[config.mk]
export PLATFORM = sky130hd
export DESIGN_NAME = bounded_ordered_list_engine_unit_flat
export DESIGN_NICKNAME = d
export VERILOG_FILES = /design/src/rtl/core/bole_pkg.sv /design/src/rtl/core/bole_if.sv /design/src/rtl/core/bole_cell.sv /design/src/rtl/core/bounded_ordered_list_engine_unit.sv /design/src/flat_wrapper.sv
export SDC_FILE = /design/constraint.sdc
export NUM_CORES = 2
export LEC_CHECK = 0
export BUFFER_PORTS_ARGS = -buffer_cell sky130_fd_sc_hd__buf_2
export CORE_MARGIN = 1
export CORE_UTILIZATION = 30
export DETAILED_ROUTE_END_ITERATION = 10
export SYNTH_ARGS = -nofsm -noshare
export SYNTH_HDL_FRONTEND = slang
export SYNTH_SLANG_ARGS = --single-unit
[constraint.sdc]
create_clock -name clk -period 12.01 [get_ports clk]
set_input_delay 2.402 -clock clk [delete_from_list [all_inputs] [get_ports clk]]
set_output_delay 2.402 -clock clk [all_outputs]
set_load 0.02 [all_outputs]
[src/rtl/core/bole_pkg.sv]
package bole_pkg;

  localparam int CAPACITY = 16;
  localparam int IDX_W    = $clog2(CAPACITY);
  localparam int COUNT_W  = 5;
  localparam int VALUE_W  = 32;
  localparam int ACTION_W = 3;
  localparam int POS_W    = 5;
  localparam int STATUS_W = 2;

  typedef logic signed [VALUE_W-1:0] value_t;
  typedef logic [IDX_W-1:0]          idx_t;
  typedef logic [COUNT_W-1:0]        count_t;

  typedef enum logic [ACTION_W-1:0] {
    ACT_APPEND_BACK   = 3'd0,
    ACT_INSERT_FRONT  = 3'd1,
    ACT_INSERT_B_LAST = 3'd2,
    ACT_INSERT_B_POS  = 3'd3,
    ACT_DELETE_FRONT  = 3'd4,
    ACT_DELETE_BACK   = 3'd5,
    ACT_READ          = 3'd6
  } action_t;

  typedef enum logic [STATUS_W-1:0] {
    ST_OK    = 2'd0,
    ST_FULL  = 2'd1,
    ST_EMPTY = 2'd2,
    ST_RANGE = 2'd3
  } status_t;

  typedef enum logic [1:0] {
    CELL_HOLD   = 2'd0,
    CELL_INSERT = 2'd1,
    CELL_DELETE = 2'd2
  } cell_op_t;

  // Broadcast to every cell of the row.
  typedef struct packed {
    cell_op_t op;
    idx_t     idx;
    value_t   value;
  } cell_cmd_t;

endpackage

[src/rtl/core/bole_if.sv]
interface bole_req_if;
  logic                                  valid;
  logic                                  ready;
  logic [bole_pkg::ACTION_W-1:0]         action;
  logic signed [bole_pkg::VALUE_W-1:0]   item_value;
  logic [bole_pkg::POS_W-1:0]            position;

  modport source (output valid, output action, output item_value, output position,
                  input ready);
  modport sink   (input valid, input action, input item_value, input position,
                  output ready);
endinterface

interface bole_rsp_if;
  logic                                  valid;
  logic                                  ready;
  logic [bole_pkg::STATUS_W-1:0]         status;
  logic [bole_pkg::COUNT_W-1:0]          element_count;
  logic signed [bole_pkg::VALUE_W-1:0]   read_value;

  modport source (output valid, output status, output element_count, output read_value,
                  input ready);
  modport sink   (input valid, input status, input element_count, input read_value,
                  output ready);
endinterface

[src/rtl/core/bole_cell.sv]
module bole_cell (
  input  logic                clk,
  input  bole_pkg::cell_cmd_t cmd,
  input  bole_pkg::idx_t      cell_index,
  input  bole_pkg::value_t    left_value,
  input  bole_pkg::value_t    right_value,
  output bole_pkg::value_t    value,
  output bole_pkg::value_t    tap
);
  import bole_pkg::*;

  value_t value_next;

  always_comb begin
    value_next = value;
    unique case (cmd.op)
      CELL_INSERT: begin
        if (cell_index == cmd.idx) begin
          value_next = cmd.value;
        end else if (cell_index > cmd.idx) begin
          value_next = left_value;
        end
      end
      CELL_DELETE: begin
        // close the gap: take from the right neighbor
        if (cell_index >= cmd.idx) begin
          value_next = right_value;
        end
      end
      default: value_next = value;
    endcase
  end

  always_ff @(posedge clk) begin
    value <= value_next;
  end

  assign tap = (cell_index == cmd.idx) ? value : '0;

endmodule

[src/rtl/core/bounded_ordered_list_engine_unit.sv]
// Bounded ordered list engine.
// req channel: one operation per transfer (action, item_value, position).
// rsp channel: exactly one result per operation (status, element_count,
// read_value), in order.
// The list lives in a row of CAPACITY cells; every cell sees the decoded
// operation, and the cells at or past its index shift toward or away
// from a neighbor, so an operation completes in the cycle it is accepted.
// The result is registered and valid in the cycle after the request transfer.
// Throughput: one operation per cycle while rsp is taken every cycle; the
// single output register sets that figure.
// Stall: while a result waits and rsp.ready is low, req.ready is low and
// the list holds. A new request is taken in the cycle the waiting result
// transfers.
// Reset (rst, synchronous): the element count clears to zero and no result
// is pending; cell contents are not cleared and are never read before
// being written.
module bounded_ordered_list_engine_unit (
  input logic      clk,
  input logic      rst,
  bole_req_if.sink req,
  bole_rsp_if.source rsp
);
  import bole_pkg::*;

  count_t    fill_count;
  count_t    fill_count_next;
  cell_cmd_t cmd;
  status_t   status_next;
  logic      take_tap;
  logic      accept;
  logic      pos_ok;
  value_t    tap_or;
  value_t    cell_value [CAPACITY];
  value_t    cell_tap   [CAPACITY];

  assign req.ready = !rsp.valid || rsp.ready;
  assign accept    = req.valid && req.ready;

  assign pos_ok = (req.position != '0) && (COUNT_W'(req.position) <= fill_count);

  always_comb begin
    cmd.op          = CELL_HOLD;
    cmd.idx         = '0;
    cmd.value       = req.item_value;
    status_next     = ST_OK;
    take_tap        = 1'b0;
    fill_count_next = fill_count;
    unique case (req.action) inside
      ACT_APPEND_BACK, ACT_INSERT_FRONT, ACT_INSERT_B_LAST, ACT_INSERT_B_POS: begin
        if (fill_count == COUNT_W'(CAPACITY)) begin
          status_next = ST_FULL;
        end else if (req.action == ACT_APPEND_BACK) begin
          cmd.op  = CELL_INSERT;
          cmd.idx = fill_count[IDX_W-1:0];
        end else if (req.action == ACT_INSERT_FRONT || fill_count == '0) begin
          cmd.op  = CELL_INSERT;
          cmd.idx = '0;
        end else if (req.action == ACT_INSERT_B_LAST) begin
          cmd.op  = CELL_INSERT;
          cmd.idx = IDX_W'(fill_count - 1'b1);
        end else if (!pos_ok) begin
          status_next = ST_RANGE;
        end else begin
          cmd.op  = CELL_INSERT;
          cmd.idx = IDX_W'(req.position - 1'b1);
        end
        if (cmd.op == CELL_INSERT) begin
          fill_count_next = fill_count + 1'b1;
        end
      end
      ACT_DELETE_FRONT, ACT_DELETE_BACK, ACT_READ: begin
        if (fill_count == '0) begin
          status_next = ST_EMPTY;
        end else if (req.action == ACT_DELETE_FRONT) begin
          cmd.op   = CELL_DELETE;
          cmd.idx  = '0;
          take_tap = 1'b1;
        end else if (req.action == ACT_DELETE_BACK) begin
          cmd.op   = CELL_DELETE;
          cmd.idx  = IDX_W'(fill_count - 1'b1);
          take_tap = 1'b1;
        end else if (!pos_ok) begin
          status_next = ST_RANGE;
        end else begin
          cmd.idx  = IDX_W'(req.position - 1'b1);
          take_tap = 1'b1;
        end
        if (cmd.op == CELL_DELETE) begin
          fill_count_next = fill_count - 1'b1;
        end
      end
      default: status_next = ST_OK;
    endcase
    // cells move only on a transfer
    if (!accept) begin
      cmd.op = CELL_HOLD;
    end
  end

  for (genvar i = 0; i < CAPACITY; i++) begin : g_cell
    value_t left_value;
    value_t right_value;
    if (i == 0) begin : g_first
      assign left_value = '0;
    end else begin : g_left
      assign left_value = cell_value[i-1];
    end
    if (i == CAPACITY - 1) begin : g_last
      assign right_value = '0;
    end else begin : g_right
      assign right_value = cell_value[i+1];
    end
    bole_cell u_cell (
      .clk         (clk),
      .cmd         (cmd),
      .cell_index  (IDX_W'(i)),
      .left_value  (left_value),
      .right_value (right_value),
      .value       (cell_value[i]),
      .tap         (cell_tap[i])
    );
  end

  always_comb begin
    tap_or = '0;
    for (int i = 0; i < CAPACITY; i++) begin
      tap_or = tap_or | cell_tap[i];
    end
  end

  always_ff @(posedge clk) begin
    if (rst) begin
      fill_count <= '0;
      rsp.valid  <= 1'b0;
    end else begin
      if (accept) begin
        fill_count <= fill_count_next;
        rsp.valid  <= 1'b1;
      end else if (rsp.ready) begin
        rsp.valid  <= 1'b0;
      end
    end
  end

  always_ff @(posedge clk) begin
    if (accept) begin
      rsp.status        <= status_next;
      rsp.element_count <= fill_count_next;
      rsp.read_value    <= take_tap ? tap_or : '0;
    end
  end

endmodule

[src/flat_wrapper.sv]
// flat-port wrapper written by rule: the top's interface ports become plain ports
module bounded_ordered_list_engine_unit_flat import bole_pkg::*;
  (clk, rst, req_valid, req_action, req_item_value, req_position, req_ready, rsp_valid, rsp_status, rsp_element_count, rsp_read_value, rsp_ready);
  bole_req_if req_i ();
  bole_rsp_if rsp_i ();
  input logic clk;
  input logic rst;
  input wire logic [$bits(req_i.valid)-1:0] req_valid;
  input wire logic [$bits(req_i.action)-1:0] req_action;
  input wire logic [$bits(req_i.item_value)-1:0] req_item_value;
  input wire logic [$bits(req_i.position)-1:0] req_position;
  output wire logic [$bits(req_i.ready)-1:0] req_ready;
  output wire logic [$bits(rsp_i.valid)-1:0] rsp_valid;
  output wire logic [$bits(rsp_i.status)-1:0] rsp_status;
  output wire logic [$bits(rsp_i.element_count)-1:0] rsp_element_count;
  output wire logic [$bits(rsp_i.read_value)-1:0] rsp_read_value;
  input wire logic [$bits(rsp_i.ready)-1:0] rsp_ready;
  assign req_i.valid = req_valid;
  assign req_i.action = req_action;
  assign req_i.item_value = req_item_value;
  assign req_i.position = req_position;
  assign req_ready = req_i.ready;
  assign rsp_valid = rsp_i.valid;
  assign rsp_status = rsp_i.status;
  assign rsp_element_count = rsp_i.element_count;
  assign rsp_read_value = rsp_i.read_value;
  assign rsp_i.ready = rsp_ready;
  bounded_ordered_list_engine_unit u_core (.clk(clk), .rst(rst), .req(req_i), .rsp(rsp_i));
endmodule
== Word-level counts from Yosys, hierarchy flattened ==
Index checks and enable logic that the tools add are counted.

* $add $sub $neg: 3
* Eq/ne operators: 58
* Magnitude comparators: 33
* Muxes and demuxes: 113
* Reductions and logical operators: 29
* Bitwise operators: 15

{| class="wikitable"
|+ Operators with widths
! kind !! number
|-
| $mux 32 || 64
|-
| $pmux 32 s2 || 16
|-
| $or 32x32->32 || 15
|-
| $ne 3x3->1 const B || 16
|-
| $reduce_and 3->1 || 16
|-
| $mux 6 || 7
|-
| $eq 4x4->1 const A || 8
|-
| $ge 4x4->1 const A || 8
|-
| $gt 4x4->1 const A || 8
|-
| $ne 2x2->1 const B || 16
|-
| $mux 2 || 10
|-
| $mux 5 || 4
|-
| $eq 3x4->1 const A || 4
|-
| $ge 3x4->1 const A || 4
|-
| $gt 3x4->1 const A || 4
|-
| $pmux 6 s2 || 1
|-
| $pmux 5 s2 || 1
|-
| $eq 3x3->1 const B || 3
|-
| $eq 2x4->1 const A || 2
|-
| $ge 1x4->1 const A || 2
|-
| $ge 2x4->1 const A || 2
|-
| $gt 1x4->1 const A || 2
|-
| $gt 2x4->1 const A || 2
|-
| $mux 4 || 2
|-
| other kinds (22) || 34
|}

* Word-level logic and storage cells: 272
* Register bits: 557

== Longest topological paths before layout ==
* Depth after elaboration: 26
* Gate-level depth with buffers: 17
* Mapped depth without buffers: 12

== Cells and area by module ==
A second synthesis with hierarchy kept.

* Cells, all modules: 4,005
* Area, all modules: 34,778.4 um2

{| class="wikitable"
|+ Modules (own cells, without submodules)
! module !! times used !! cells an instance !! seq. area each (um2) !! area an instance (um2)
|-
| bole_cell at u_core.g_cell[13].u_cell ... || 12 || 225 || 960.9 || 1,950.6
|-
| bole_cell at u_core.g_cell[0].u_cell ... || 4 || 225 || 960.9 || 1,956.9
|-
| bounded_ordered_list_engine_unit || 1 || 405 || 1,291.2 || 3,543.4
|}

== Worst setup path before layout ==
No wires, ideal clock.

* Path type: input-to-reg
* Start point: in rsp_ready
* End point: reg u_core.g_cell[5].u_cell.value[0] (enable)
* Data required time: 11.540 ns
* Slack: 4.197 ns
* Setup time: 0.470 ns
* Data arrival time: 7.343 ns
* Buffers on the path: 2
* Stages: 10
* Cell sequence: nand2b_1 -> nand2_1 -> inv_1 -> nand3_1 -> ha_1 -> clkbuf_1 -> clkbuf_1 -> nor2_1 -> nor2_1 -> a211oi_1

* Cells in the longest elaborated chain, start to end: 6

{| class="wikitable"
|+ RTL lines
! what !! line !! RTL
|-
| start: declaration || flat_wrapper.sv:17 || <nowiki>input wire logic [$bits(rsp_i.ready)-1:0] rsp_ready;</nowiki>
|-
| $logic_or 1x1->1 (*) || bounded_ordered_list_engine_unit.sv:36 || <nowiki>assign req.ready = !rsp.valid || rsp.ready;</nowiki>
|-
| $logic_and 1x1->1 (*) || bounded_ordered_list_engine_unit.sv:37 || <nowiki>assign accept = req.valid && req.ready;</nowiki>
|-
| via u_core.accept || bounded_ordered_list_engine_unit.sv:30 || <nowiki>logic accept;</nowiki>
|-
| $mux 2 (*) || bounded_ordered_list_engine_unit.sv:95 || <nowiki>if (!accept) begin</nowiki>
|-
| $eq 2x1->1 / $eq 2x2->1 (equally long branches) || bole_cell.sv:16 || <nowiki>unique case (cmd.op)</nowiki>
|-
| $ne 3x3->1 (no line), or another cell as far along || - ||
|-
| $reduce_and 3->1 (no line) (*) || - ||
|-
| end signal: assignment || bole_cell.sv:35 || <nowiki>value <= value_next;</nowiki>
|-
| end: declaration || bole_cell.sv:7 || <nowiki>output bole_pkg::value_t value,</nowiki>
|}

The timed path passes the listed nets; every way through them passes the cells marked *.
A chain may end at the register's enable or synchronous reset.

== Worst setup path in the final report ==
* Start point: in req_position[0]
* End point: reg u_core.g_cell[8].u_cell.value[3] (enable)

* Cells in the longest elaborated chain, start to end: 13

{| class="wikitable"
|+ RTL lines
! what !! line !! RTL
|-
| start: declaration || flat_wrapper.sv:11 || <nowiki>input wire logic [$bits(req_i.position)-1:0] req_position;</nowiki>
|-
| $le 5x5->1 / $reduce_bool 5->1 (equally long branches) || bounded_ordered_list_engine_unit.sv:39 || <nowiki>assign pos_ok = (req.position != '0) && (COUNT_W'(req.position) <= fill_count);</nowiki>
|-
| $logic_and 1x1->1 || bounded_ordered_list_engine_unit.sv:39 ||
|-
| $mux 5 || bounded_ordered_list_engine_unit.sv:61 || <nowiki>end else if (!pos_ok) begin</nowiki>
|-
| $mux 5 || bounded_ordered_list_engine_unit.sv:58 || <nowiki>end else if (req.action == ACT_INSERT_B_LAST) begin</nowiki>
|-
| $mux 6 || bounded_ordered_list_engine_unit.sv:55 || <nowiki>end else if (req.action == ACT_INSERT_FRONT || fill_count == '0) begin</nowiki>
|-
| $mux 6 || bounded_ordered_list_engine_unit.sv:52 || <nowiki>end else if (req.action == ACT_APPEND_BACK) begin</nowiki>
|-
| $mux 6 || bounded_ordered_list_engine_unit.sv:50 || <nowiki>if (fill_count == COUNT_W'(CAPACITY)) begin</nowiki>
|-
| $mux 6 || bounded_ordered_list_engine_unit.sv:48 || <nowiki>unique case (req.action) inside</nowiki>
|-
| $pmux 6 s2 (*) || bounded_ordered_list_engine_unit.sv:48 ||
|-
| parallel branches: the longest is 3 deep, another holds $gt 4x4->1 || - ||
|-
| $reduce_and 3->1 (no line) (*) || - ||
|-
| end signal: assignment || bole_cell.sv:35 ||
|-
| end: declaration || bole_cell.sv:7 ||
|}

Mark *: on every way between the ends. The select of a mux whose other input is x is not followed.

==> results_dict.tcl <==
set metrics [dict create \
    track_usage_pct 19.6 \
    worstPathArrival_ns 7.11 \
    fmax_mhz 146 \
    p_leak_nw 10.6 \
    dieArea_um2 107000 \
    ys_types 71 \
    startpoint "req_position[0]" \
    place_ws_ns 4.61 \
    cts_setup_buffers 0 \
    internal_power_mw 3.69 \
    whs_ns 0.534 \
    dr_total_vias 24900 \
    min_period_ns 6.84 \
    tightestPinTransition_ns 1.19 \
    grt_pass1_vias 23000 \
    period_share_pct 56.9 \
    hold_path_class "reg2reg" \
    clk_pin_slew_worst_paths_ns 0.06 \
    yosys.area.top_type_share_pct 52.2 \
    drc 0 \
    synthMuxAreaShare_pct 16.4 \
    rows 118 \
    core_area_um2 104000 \
    postCtsHoldBufs 0 \
    routed_wl_mm 109 \
    die_h_um 327 \
    yosys.area.top_type "edfxtp_1" \
    fin_setup_tns_ns 0 \
    viasPerCell 5.71 \
    grt_max_degree 269 \
    crit_required_ns 12.28 \
    nNetsFinal 2978 \
    yosys.area_share.adder_pct 0.395 \
    overflow 0 \
    portBuffers 84 \
    setup_viol 0 \
    synthesis.area_um2 31700 \
    p_clk_share_pct 32.2 \
    dieWidth_um 327 \
    grt_antenna_before_repair 14 \
    async_flop_share_pct 0 \
    drv_cap 0 \
    final_max_slew_viol_count 0 \
    grt_pass1_wl_mm 158 \
    ys_ff_latch 557 \
    grt_setup_unrepaired "no" \
    drtPass1Iterations 6 \
    p_per_area_nw_per_um2 154 \
    syn_avg_cell_area_um2 10.6 \
    start_util_pct 30.5 \
    hpwl_mm 61.4 \
    ys_top_cells_by_area "edfxtp_1 (52%), mux2i_1 (16%), nand2_1 (7.7%)" \
    ios 85 \
    synth_simple_gate_area_share_pct 9.87 \
    p_comb_share_pct 19.3 \
    drtAntennaViolNets 0 \
    cts_buffer_depth 3 \
    htree_levels 2 \
    worst_slack_ns 5.17 \
    worstSetupPathType "in2reg" \
    finClkSkew_ns 0.0347 \
    cts-root-buf "clkbuf_16" \
    p_sw_mw 1.71 \
    yosysWarningCount 0 \
    synthCells 2987 \
    cp-end-kind "register" \
    clock_latency_ns 0.67 \
    post_drt_wl_per_cell_um 25.1 \
    slew_headroom_pct 20.5 \
    synth_xor_area_share_pct 0.221 \
    area_delta_synth_final_pct 10.4 \
    drive_gt1_share_pct 9.70 \
    cp_max_fo 21 \
    cts_buffers 58 \
    p_seq_share_pct 48.5 \
    vdd_ir_drop_max_mv 0.131 \
    status "completed" \
    r2r_start "u_core.fill_count[2]$_SDFFE_PP0P_" \
    cts.sinks 557 \
    finalHoldViolCount 0 \
    cts_resized 0 \
    first_iter_violations 3805 \
    ys.flop_type "edfxtp_1" \
    synth_edf_count 551 \
    cts_tree "built" \
    startpoint_type "primary input" \
    synth_fp_nets 3041 \
    worstHoldStart "u_core.rsp.valid$_SDFFE_PP0P_" \
    synth_top_family_by_area "multiplexers" \
    synth-compound-area-share_pct 16.0 \
    yosysSeqAreaShare_pct 52.6 \
    switching_share_pct 31.6 \
    gp_congestion 0.819 \
]
## cells by family (layout without fill, tap and decap cells)
| family | Yosys count | count (layout) |
|---|---|---|
| simple gates | 764 | 764 |
| mux | 519 | 519 |
| fa+ha+maj | 10 | 10 |
| flops | 557 | 557 |
| other cells | 0 | 8 |
| xor+xnor | 8 | 8 |
| compound gates | 843 | 843 |
| buf+inv | 286 | 268 |
## flip-flops by register name, summed over array words and instances (netlist names)
name / flops
u_core.fill_count: 5
u_core.g_cell.u_cell.value: 512
u_core.rsp.element_count: 5
u_core.rsp.read_value: 32
u_core.rsp.status: 2
u_core.rsp.valid: 1
## cell usage after synthesis, drive strengths merged (7+ instances only)
| library cell | count |
|---|---|
| a21boi | 7 |
| o22ai | 17 |
| a22oi | 39 |
| o2bb2ai | 16 |
| nand3 | 13 |
| edfxtp | 551 |
| ha | 10 |
| nand2 | 650 |
| a41oi | 7 |
| a21oi | 87 |
| clkbuf | 165 |
| inv | 17 |
| a22o | 25 |
| a2111oi | 10 |
| a221o | 7 |
| a31oi | 29 |
| a222oi | 19 |
| and2 | 9 |
| mux2i | 514 |
| buf | 104 |
| o21ai | 506 |
| a221oi | 41 |
| nor3 | 10 |
| nor2 | 55 |
## cell usage in the layout, fill, tap and decap left out, types with 6 or more instances in the layout
master / instances
o21ai_1: 77
a41oi_1: 7
ha_1: 9
clkbuf_16: 58
a21oi_1: 80
a21boi_0: 7
edfxtp_1: 551
a22oi_1: 39
o21ai_0: 428
nand3_1: 7
clkinv_2: 12
a2111oi_0: 10
nand2_1: 649
clkbuf_1: 20
and2_1: 9
nor3_1: 8
nor2_4: 14
o22ai_1: 17
a221oi_1: 41
clkinv_1: 8
a221o_1: 7
inv_1: 14
a31oi_1: 25
dfxtp_1: 6
a222oi_1: 19
a22o_1: 25
nor2_1: 39
buf_4: 59
xnor2_1: 6
mux2i_1: 514
a21oi_4: 6
buf_2: 84
diode_2: 8
o2bb2ai_1: 16
## per-stage QoR
stage          instances  util (%)  area, um^2  power, mW
2_1_floorplan       2987         -       31700       3.26
3_3_place_gp        4244      32.0       33300       3.65
3_5_place_dp        4244      32.0       33300       3.67
4_1_cts             4349      33.6       35000       5.39
5_1_grt             4353      33.6       35000       5.57
6_report            4357      33.6       35000       5.40
## area by class of cell
| cell class | count | area [um^2] |
|---|---|---|
| fill | 10500 | 69100 |
| sequential | 557 | 16700 |
| multi-input combinational | 2144 | 13900 |
| tap | 1380 | 1730 |
| clock buffer | 78 | 1530 |
| timing repair buffer | 146 | 923 |
| clock inverter | 27 | 201 |
| inverter | 17 | 63.8 |
| antenna | 8 | 20.0 |
## path summary, 6_finish.rpt
kind / cells past startpoint / slack [ns] / to
hold reg to reg: 2 / 0.53 / u_core.rsp.valid$_SDFFE_PP0P_
setup / recovery: 13 / 5.17 / u_core.g_cell[8].u_cell.value[3]$_DFFE_PP_
hold / removal: 2 / 0.53 / u_core.rsp.valid$_SDFFE_PP0P_
setup reg to reg: 12 / 6.42 / u_core.g_cell[8].u_cell.value[3]$_DFFE_PP_
## worst max-delay path, cell delays in order
cell      delay (ns)
buf_2           0.10
inv_1           0.17
ha_1            0.21
nor4b_1         0.35
a211oi_1        0.15
a21oi_2         0.48
o31a_1          0.23
buf_4           0.23
nand2_1         0.48
nor2_4          0.87
inv_1           0.18
a21oi_4         0.61
buf_4           0.60
## power groups by stage
| stage | sequential, mW | clock (mW) | combinational (mW) |
|---|---|---|---|
| after floorplan | 2.60 | 0 | 0.666 |
| after global placement | 2.65 | 0 | 1.00 |
| after detailed placement | 2.65 | 0 | 1.02 |
| after CTS | 2.61 | 1.75 | 1.02 |
| after global routing | 2.64 | 1.82 | 1.11 |
| final | 2.62 | 1.74 | 1.04 |
## per-layer routing
metal  track usage, %  wire length (um)
met5                0                16
met4             4.96              2100
met3             3.70             11600
met2             28.9             47600
met1             29.3             48000
Power figures use the tool's default switching activity.
